[src/vat_pkg.sv]
// Shared types, constants and trig ROM for the 2D vertex affine transform.
// No dependencies; imported by every module of the block.
package vat_pkg;

  localparam int COORD_WIDTH    = 16;
  localparam int TRIG_FRAC_BITS = 14;
  localparam int ROM_FRAC       = 14;
  localparam int SCALE_WIDTH    = 16;
  localparam int OFFSET_WIDTH   = 16;
  localparam int ANGLE_WIDTH    = 9;
  localparam int PADDR_WIDTH    = 5;
  localparam int PDATA_WIDTH    = 32;

  localparam int TRIG_UP  = (TRIG_FRAC_BITS >= ROM_FRAC) ? TRIG_FRAC_BITS - ROM_FRAC : 0;
  localparam int TRIG_DN  = (TRIG_FRAC_BITS <  ROM_FRAC) ? ROM_FRAC - TRIG_FRAC_BITS : 0;
  localparam int TRIG_RND = (TRIG_DN > 0) ? (1 << (TRIG_DN - 1)) : 0;

  localparam int TRIG_W = TRIG_FRAC_BITS + 2;
  localparam int PROD_W = COORD_WIDTH + SCALE_WIDTH + 1;
  localparam int XS_W   = PROD_W - 7;
  localparam int MUL_W  = XS_W + TRIG_W;
  localparam int SUM_W  = MUL_W + 1;
  localparam int ROT_W  = SUM_W - TRIG_FRAC_BITS;
  localparam int FIN_W  = ROT_W + 2;

  typedef enum logic [2:0] {
    REG_SCALE_X  = 3'd0,
    REG_SCALE_Y  = 3'd1,
    REG_ANGLE    = 3'd2,
    REG_MIRROR_X = 3'd3,
    REG_MIRROR_Y = 3'd4,
    REG_OFFSET_X = 3'd5,
    REG_OFFSET_Y = 3'd6
  } reg_index_t;

  typedef struct packed {
    logic [SCALE_WIDTH-1:0]         scale_x;
    logic [SCALE_WIDTH-1:0]         scale_y;
    logic [ANGLE_WIDTH-1:0]         angle_deg;
    logic                           mirror_x;
    logic                           mirror_y;
    logic signed [OFFSET_WIDTH-1:0] offset_x;
    logic signed [OFFSET_WIDTH-1:0] offset_y;
  } cfg_t;

  typedef struct packed {
    logic signed [TRIG_W-1:0] sin_val;
    logic signed [TRIG_W-1:0] cos_val;
  } trig_t;

  localparam logic [ROM_FRAC:0] QUARTER_SINE [91] = '{
        15'd0,   15'd286,   15'd572,   15'd857,  15'd1143,  15'd1428,  15'd1713,  15'd1997,
     15'd2280,  15'd2563,  15'd2845,  15'd3126,  15'd3406,  15'd3686,  15'd3964,  15'd4240,
     15'd4516,  15'd4790,  15'd5063,  15'd5334,  15'd5604,  15'd5872,  15'd6138,  15'd6402,
     15'd6664,  15'd6924,  15'd7182,  15'd7438,  15'd7692,  15'd7943,  15'd8192,  15'd8438,
     15'd8682,  15'd8923,  15'd9162,  15'd9397,  15'd9630,  15'd9860, 15'd10087, 15'd10311,
    15'd10531, 15'd10749, 15'd10963, 15'd11174, 15'd11381, 15'd11585, 15'd11786, 15'd11982,
    15'd12176, 15'd12365, 15'd12551, 15'd12733, 15'd12911, 15'd13085, 15'd13255, 15'd13421,
    15'd13583, 15'd13741, 15'd13894, 15'd14044, 15'd14189, 15'd14330, 15'd14466, 15'd14598,
    15'd14726, 15'd14849, 15'd14968, 15'd15082, 15'd15191, 15'd15296, 15'd15396, 15'd15491,
    15'd15582, 15'd15668, 15'd15749, 15'd15826, 15'd15897, 15'd15964, 15'd16026, 15'd16083,
    15'd16135, 15'd16182, 15'd16225, 15'd16262, 15'd16294, 15'd16322, 15'd16344, 15'd16362,
    15'd16374, 15'd16382, 15'd16384
  };

  function automatic logic signed [TRIG_W-1:0] rescale_trig(input logic [ROM_FRAC:0] mag);
    logic [TRIG_W+ROM_FRAC:0] wide;
    wide = {{TRIG_W{1'b0}}, mag};
    if (TRIG_FRAC_BITS >= ROM_FRAC) begin
      wide = wide << TRIG_UP;
    end else begin
      wide = (wide + (TRIG_W + ROM_FRAC + 1)'(TRIG_RND)) >> TRIG_DN;
    end
    return $signed(wide[TRIG_W-1:0]);
  endfunction

  // a in 0..359
  function automatic logic signed [TRIG_W-1:0] sine_deg(input logic [ANGLE_WIDTH-1:0] a);
    logic [ANGLE_WIDTH-1:0]   idx;
    logic signed [TRIG_W-1:0] mag;
    if (a <= 9'd90) begin
      idx = a;
    end else if (a <= 9'd180) begin
      idx = 9'd180 - a;
    end else if (a <= 9'd270) begin
      idx = a - 9'd180;
    end else begin
      idx = 9'd360 - a;
    end
    mag = rescale_trig(QUARTER_SINE[idx[6:0]]);
    return (a > 9'd180) ? -mag : mag;
  endfunction

endpackage

[src/vat_regs.sv]
// APB configuration register file for the vertex transform.
// Depends on vat_pkg for register indexes and the cfg_t bundle.
module vat_regs (
  input  logic                            clk,
  input  logic                            rst,
  input  logic                            psel,
  input  logic                            penable,
  input  logic                            pwrite,
  input  logic [vat_pkg::PADDR_WIDTH-1:0] paddr,
  input  logic [vat_pkg::PDATA_WIDTH-1:0] pwdata,
  output logic [vat_pkg::PDATA_WIDTH-1:0] prdata,
  output logic                            pready,
  output vat_pkg::cfg_t                   cfg
);
  import vat_pkg::*;

  reg_index_t idx;
  logic       wr_en;

  assign idx    = reg_index_t'(paddr[PADDR_WIDTH-1:2]);
  assign wr_en  = psel && penable && pwrite;
  assign pready = 1'b1;

  always_ff @(posedge clk) begin
    if (rst) begin
      cfg.scale_x   <= SCALE_WIDTH'(256);
      cfg.scale_y   <= SCALE_WIDTH'(256);
      cfg.angle_deg <= '0;
      cfg.mirror_x  <= 1'b0;
      cfg.mirror_y  <= 1'b0;
      cfg.offset_x  <= '0;
      cfg.offset_y  <= '0;
    end else if (wr_en) begin
      unique case (idx)
        REG_SCALE_X:  cfg.scale_x   <= pwdata[SCALE_WIDTH-1:0];
        REG_SCALE_Y:  cfg.scale_y   <= pwdata[SCALE_WIDTH-1:0];
        REG_ANGLE:    cfg.angle_deg <= pwdata[ANGLE_WIDTH-1:0];
        REG_MIRROR_X: cfg.mirror_x  <= pwdata[0];
        REG_MIRROR_Y: cfg.mirror_y  <= pwdata[0];
        REG_OFFSET_X: cfg.offset_x  <= $signed(pwdata[OFFSET_WIDTH-1:0]);
        REG_OFFSET_Y: cfg.offset_y  <= $signed(pwdata[OFFSET_WIDTH-1:0]);
        default: ;
      endcase
    end
  end

  always_comb begin
    prdata = '0;
    unique case (idx)
      REG_SCALE_X:  prdata = PDATA_WIDTH'(cfg.scale_x);
      REG_SCALE_Y:  prdata = PDATA_WIDTH'(cfg.scale_y);
      REG_ANGLE:    prdata = PDATA_WIDTH'(cfg.angle_deg);
      REG_MIRROR_X: prdata = PDATA_WIDTH'(cfg.mirror_x);
      REG_MIRROR_Y: prdata = PDATA_WIDTH'(cfg.mirror_y);
      REG_OFFSET_X: prdata = PDATA_WIDTH'($unsigned(cfg.offset_x));
      REG_OFFSET_Y: prdata = PDATA_WIDTH'($unsigned(cfg.offset_y));
      default:      prdata = '0;
    endcase
  end

endmodule

[config.mk]
export PLATFORM = sky130hd
export DESIGN_NAME = vat_regs
export DESIGN_NICKNAME = d
export VERILOG_FILES = /design/src/vat_pkg.sv /design/src/vat_regs.sv
export SDC_FILE = /design/constraint.sdc
export NUM_CORES = 1
export LEC_CHECK = 0
export BUFFER_PORTS_ARGS = -buffer_cell sky130_fd_sc_hd__buf_2
export CAP_MARGIN = 20
export CORE_ASPECT_RATIO = 1.4
export CORE_UTILIZATION = 54
export CTS_BUF_LIST = sky130_fd_sc_hd__clkbuf_4 sky130_fd_sc_hd__clkbuf_8
export DETAILED_ROUTE_END_ITERATION = 7
export PLACE_DENSITY = 0.88
export SLEW_MARGIN = 5
export SYNTH_ARGS = -nofsm -noshare
export SYNTH_HDL_FRONTEND = slang
export SYNTH_SLANG_ARGS = --single-unit
[constraint.sdc]
create_clock -name clk -period 2.5 [get_ports clk]
set_input_delay 0.125 -clock clk [delete_from_list [all_inputs] [get_ports clk]]
set_output_delay 0.125 -clock clk [all_outputs]
set_load 0.01 [all_outputs]
==> reports/summary.md, run 1 <==
Setup repair after global routing left no endpoint under its margin. The number of antenna violations at the first check in global routing was 0. Relative to the synthesized area, the layout overhead comes to 20.0%. The initial standard-cell utilization of the core came out at 0.561. The TritonCTS sink count came out at 75. Summed over all instances, the cell type with the most area after synthesis is sky130_fd_sc_hd__dfxtp_1. STA classifies the critical path startpoint as an input port. The die boundary width is 72.1 um.

The net count of the finished layout is 527. The run gives 1.86 ns as the arrival time of data at the critical path endpoint. The largest register by flop count is cfg. Sorting the synthesized cells by how often they occur yields 75 x sky130_fd_sc_hd__dfxtp_1, 74 x sky130_fd_sc_hd__nand2b_1, 67 x sky130_fd_sc_hd__mux2i_1.

The async set or reset register ratio after synthesis came out at 0. The worst-case clock skew is 0 ns. The count of final hold-check violations was 0. Share of the synthesized area in the top cell type: 0.404.

VDD sags by at most 372 uV. The initial detailed-routing violation count was 181; the clock slew at the register clock pins of the worst setup and hold paths was 0.08 ns. The final cycle utilization of the critical path is 0.793, and the post-synthesis mux area share is 0.214.

The post-synthesis register bit count works out to 75. After detailed routing, the average wire length per cell comes to 16.9 um. Placeable core region: 6610 um2. Area share of fa/ha/maj cells after synthesis: 0. The register with the most flip-flops in the layout has 75 of them. Global-route total usage across every layer: 0.277. By startpoint and endpoint, the worst setup path is classified as in -> out. The delay of the slowest cell on the worst path is 0.90 ns, and the first-pass iteration count of the detailed router is 7. The library cell contributing the largest single delay on the critical path was sky130_fd_sc_hd__nor2b_2. Averaged over all synthesized cells, the footprint is 9.72 um2. In this run the number of H-tree levels came out at 3. The total I/O pin count was 150. The required time of the critical path was 2.38 ns.

The buffering stage count on the worst path with inverters included is 2, and the leakage power figure is 0.00230 uW. Share of cells above drive strength 1: 0.318. The tree is rooted in a sky130_fd_sc_hd__clkbuf_8. The worst hold path belongs to the class in -> reg.

Once placement finished, the instance area stood at 4250 um2. The logs give 0.404 for the sequential area share after synthesis and 15.3 mm for the first-pass GRT wire length. Along the worst path, the maximum fanout reaches 23.

Top flip-flop cell by instance count after synthesis: sky130_fd_sc_hd__dfxtp_1. In this run the core area contains 35 standard-cell rows. The logs give 9 for the number of clock buffers inserted by TritonCTS and 0 for the buffer count from post-CTS setup fixing. The simple-gate share of the synthesized area was 0.192; the total of endpoints with negative setup slack in the final report was 0. Post-CTS repair changed the size of 0 cells.

Final routed DRC violation total: 0. The cell type group with the largest total delay on the critical path is simple AND/OR/NAND/NOR gates. The logs give 3,199 for the total number of vias and 0 for the antenna diode count. Summed over all layers, the routed wires come to 9.82 mm. The critical path goes through buf_2 -> nor2b_2 -> a22oi_1 -> o22ai_1 -> buf_2. Via count normalized by instance count: 5.50. Number of global-route vias before repair: 3,067. After legalization and detailed placement, the total HPWL measured 6.57 mm. The count of input and output buffers was 114.

The flow ran to the end, and the final reports show no timing, DRC or antenna violations. The cell repeated most along the worst path was sky130_fd_sc_hd__buf_2. The cell area power density is 538 nW/um2, and the maximum clock rate is 0.504 GHz. The post-synthesis instance total is 382. The pin count of the biggest net entering global routing came out at 55. Yosys instantiated no cell more often than sky130_fd_sc_hd__dfxtp_1. In this run, distinct cell masters in the synthesized netlist total 30.

Yosys printed 0 warnings. The synthesized-area fraction occupied by ao, oa, aoi and oai cells came out at 0.108. For the global route total overflow, the log shows 0. From bottom edge to top edge, the die measures 100 um. The synthesized netlist occupies a cell area of 3710 um2.

The finished cells cover 4450 um2. In the post-synthesis netlist, the biggest area contributors are sky130_fd_sc_hd__dfxtp_1 40%, sky130_fd_sc_hd__mux2i_1 18%, sky130_fd_sc_hd__nand2b_1 12%, sky130_fd_sc_hd__buf_4 4.7%, sky130_fd_sc_hd__a221oi_1 3.8%. The largest registers in the layout are cfg x75.

Buffer depth of the longest clock path: 2. TritonCTS built the clock tree. The area enclosed by the die boundary is 7220 um2, and the utilization after layout is 0.674. For the number of max-cap violations, the log shows 0. Final max-slew violation count: 0.

Category of the worst setup path capture point: an output port. The fraction of synthesized cell area in xor and xnor cells was 0; the number of flops mapped to enable cells by yosys was 0. The later pin in the worst-skew pair is clocked with a latency of 0.34 ns. At the pin with the least slew margin, the transition time is 1.08 ns. The aggregate negative setup slack was 0 ns. In this run the remaining antenna-violating nets after routing total 0. After synthesis, the largest family of logic cells by area is multiplexers. The tools report the number of hold buffers added after cts as 0.

The run gives 0.276 as the tightest slew margin relative to the limit. For the finished layout, the period the worst path requires is 1.98 ns. Routability-driven placement finished with a final weighted congestion of 0.811.
-- layout make-up --
cell class,instances,area [um2]
clock buffer,12,159
clock inverter,4,48.8
fill,536,2160
inverter,2,7.51
multi-input combinational,274,1970
sequential,75,1500
tap,92,115
timing repair buffer,123,651
-- power breakdown --
part / switching, uW / internal, uW / total (uW)
clock network: 437 / 526 / 963
registers: 6.96 / 1200 / 1210
logic: 140 / 84.4 / 225
-- stage by stage --
stage | hold WS [ns] | setup WS (ns) | power [uW] | std cells
after floorplan | 0.273 | 1.31 | 1400 | 397
after global placement | 0.394 | 0.546 | 1450 | 566
after detailed placement | 0.398 | 0.496 | 1460 | 566
after CTS | 0.0294 | 0.499 | 2400 | 582
after global routing | 0.0304 | 0.395 | 2490 | 582
final | 0.0427 | 0.517 | 2400 | 582
-- layout by cell type (no fill, tap or decap), types with 9 or more instances in the layout --
master,synthesis,layout
sky130_fd_sc_hd__o21ai_0,15,15
sky130_fd_sc_hd__mux2_2,9,9
sky130_fd_sc_hd__a21oi_1,15,15
sky130_fd_sc_hd__buf_2,7,114
sky130_fd_sc_hd__a221oi_1,16,16
sky130_fd_sc_hd__mux2i_1,67,67
sky130_fd_sc_hd__clkbuf_8,0,11
sky130_fd_sc_hd__nand2b_1,74,74
sky130_fd_sc_hd__nand3_1,15,15
sky130_fd_sc_hd__conb_1,2,17
sky130_fd_sc_hd__dfxtp_1,75,75
sky130_fd_sc_hd__nor2_1,12,12
-- metal layers --
metal  GRT usage  routed length (um)  vias up
li1            -                   -     1514
met3      0.0542                 525        8
met1       0.317                3950     1558
met2       0.493                5240      119
met5           0                   0        -
met4       0.121                  99        0
-- worst min-delay path: cells and delay by family --
kind / cells / cell delay [ns]
compound gates: 1 / 0.05
buf+inv: 1 / 0.11
simple gates: 1 / 0.06
-- kinds of logic after synthesis --
family | Yosys count
compound gates | 62
buf+inv | 48
flops | 75
mux | 77
other cells | 2
simple gates | 118
-- final timing paths --
kind,startpoint,endpoint,slack (ns),cells after the start
setup / recovery,paddr[3],prdata[14],0.52,5
hold / removal,pwdata[13],cfg[56]$_SDFFE_PP0P_,0.04,3
setup reg to reg,cfg[50]$_SDFFE_PP0P_,cfg[50]$_SDFFE_PP0P_,1.74,2
hold reg to reg,cfg[59]$_SDFFE_PP0P_,cfg[59]$_SDFFE_PP0P_,0.49,2
No activity file was read; power rests on OpenSTA's default activity.
==> inputs of run 2 (changes only) <==
CORE_UTILIZATION = 45   (was 54)
PLACE_DENSITY = 0.78   (was 0.88)
clock period = 1.81 ns   (was 2.5 ns; I/O delays follow)
==> reports/summary.md, run 2 (synthesized netlist as in run 1, its figures left out) <==
The number of flip-flops under the largest register name was 75 (unchanged). Setup repair after global routing left no endpoint under its margin. The die boundary width is 78.8 um (+9.3%).

Antenna violation net count after detailed routing: 0 (unchanged). The tightest min-delay check is of the in -> reg type. For the worst ir drop on vdd, the log shows 528 uV (+42%). The total of endpoints with negative setup slack in the final report is 0 (unchanged).

Placeable core region: 7890 um2 (+19%). Relative to the synthesized area, the layout overhead comes to 21.3%. The total number of vias came out at 3,196 (-0.094%). The number of rows created at floorplan is 38 (+8.6%), and the detailed-route wire length is 10.0 mm (+1.9%). For the final max-slew violation count, the log shows 0 (unchanged). Leaving out fill and tap cells, the most frequent cell in the layout is sky130_fd_sc_hd__buf_2. The H-tree depth reported by CTS was 3 (unchanged). Maximum clock rate: 0.650 GHz. Via count normalized by instance count: 5.36 (-2.4%). The insertion delay to the later sink of the worst-skew pair was 0.34 ns (about the same); the final instance area was 4500 um2 (+1.1%). The clock period could shrink to 1.54 ns.

The utilization after layout is 0.571 (-0.103), and the share of cells above drive strength 1 is 0.323 (+0.00421). The logs give 0 (unchanged) for the final routed DRC violation total and 0 ns (unchanged) for the aggregate negative setup slack. Total I/O pin count: 150 (unchanged). The worst setup path is captured at an output port. Arrival time of data at the critical path endpoint: 1.45 ns (-0.41 ns). The clock slew at the register clock pins of the worst setup and hold paths works out to 0.07 ns (about the same).

Die outline height: 109 um (+9.4%). The largest registers in the layout are cfg x75. Number of clock buffers inserted by TritonCTS: 9 (unchanged).

TritonCTS built the clock tree. The type of the worst setup path was reg -> out. The number of global-route vias before repair is 3,156 (+2.9%). For the antenna diode count, the log shows 0 (unchanged). Cell area power density: 690 nW/um2 (+28%). The flow ran to the end, and the final reports show no timing, DRC or antenna violations.

The weighted congestion at the end of routability-driven global placement is 0.779 (-3.9%). Maximum fanout along the worst path: 3 (-87%). For the count of final hold-check violations, the log shows 0 (unchanged). Detail-routed net length per standard cell: 16.8 um (-0.47%). Estimated wirelength of the detail-placed design: 7.02 mm (+6.9%). Startpoint kind of the worst setup timing path: a flip-flop. The tools report the first-pass GRT wire length as 15.6 mm (+1.7%).

The required time of the critical path was 1.72 ns (-0.66 ns); the final cycle utilization of the critical path was 0.850. The logs give 2 (unchanged) for the buffer depth of the longest clock path and 0 (unchanged) for the number of antenna violations at the first check in global routing. The initial detailed-routing violation count was 165 (-8.8%); the number of max-cap violations was 0 (unchanged). The TritonCTS sink count was 75 (unchanged); the first-pass iteration count of the detailed router was 4 (-3).

The area enclosed by the die boundary is 8620 um2 (+19%), and the net count of the finished layout is 536 (+1.7%). Leakage power figure: 0.00233 uW (+1.0%). The library cells used most frequently in the layout, excluding fill and tap cells, are 114 x sky130_fd_sc_hd__buf_2, 75 x sky130_fd_sc_hd__dfxtp_1, 74 x sky130_fd_sc_hd__nand2b_1.

The reg-to-reg setup timing slack was 1.10 ns (-0.64 ns). More flip-flops sit in one register than any other, and that register is cfg. The initial standard-cell utilization of the core is 0.470 (-0.0910). The run gives 0 (unchanged) as the global route total overflow. The worst-case clock skew was 0 ns (unchanged). The count of input and output buffers is 114 (unchanged). The pin count of the biggest net entering global routing was 55 (unchanged).

CTS placed an instance of sky130_fd_sc_hd__clkbuf_8 at the clock tree root. The total cell area at the placement stage came out at 4310 um2 (+1.6%). The tools report the total power after layout as 3110 uW (+30%). The global-route total usage across every layer is 0.238 (-0.0387).
-- run 2: cell types whose count changed in the layout (fill, tap and decap cells not counted), sizes merged --
cell and change:
buf +6, clkinv -3, dlygate4sd3 +3, bufinv -1, clkbuf +1
-- run 2: worst paths after layout --
path	startpoint	endpoint	cells after the start
worst max-delay path	cfg[42]$_SDFFE_PP0P_	prdata[8]	4
worst min-delay path	pwdata[6]	cfg[49]$_SDFFE_PP0P_	3
worst max register to register	cfg[47]$_SDFFE_PP0P_	cfg[47]$_SDFFE_PP0P_	2
worst min register to register	cfg[59]$_SDFFE_PP0P_	cfg[59]$_SDFFE_PP0P_	2
-- run 2: critical path: stages, from the launching register on --
cell and delay [ns]:
sky130_fd_sc_hd__dfxtp_1 0.33, sky130_fd_sc_hd__mux2_2 0.26, sky130_fd_sc_hd__a221oi_1 0.28, sky130_fd_sc_hd__nor2_1 0.09
sky130_fd_sc_hd__buf_2 0.15
-- run 2: area by class of cell --
cell class	count	area, um2
clock buffers	13	160
fillers	747	3390
inverters	2	7.51
multi-input cells	274	1970
flip-flops and latches	75	1500
well taps	100	125
repair buffers	132	738
-- run 2: timing repair --
action / 4_1_cts / 5_1_grt
gates resized for setup: 0 / 1
endpoints found under the setup margin: 0 / 1
endpoints found under the hold margin: 3 / 0
buffers inserted: 0 / 0
hold buffers: 3 / 0
-- run 2: routing by layer --
layer	GRT usage	share of wire	wire length (um)	up-vias
met4	0.118	0.0097	97	0
met3	0.0423	0.053	528	8
li1	-	-	-	1533
met2	0.430	0.53	5340	129
met1	0.267	0.40	4040	1526
met5	0	0	0	-
-- run 2: power by group --
part	switching, uW	internal (uW)
Sequential	9.45	1660
Combinational	198	130
Clock	549	560
Total	756	2350
-- run 2: through the flow --
step           hold slack (ns)  cells  setup WS, ns
6_report                0.0241    596         0.272
5_1_grt                 0.0121    596         0.156
4_1_cts                0.00155    596         0.174
3_5_place_dp             0.362    580         0.167
3_3_place_gp             0.359    580         0.181
2_1_floorplan            0.238    397         0.686
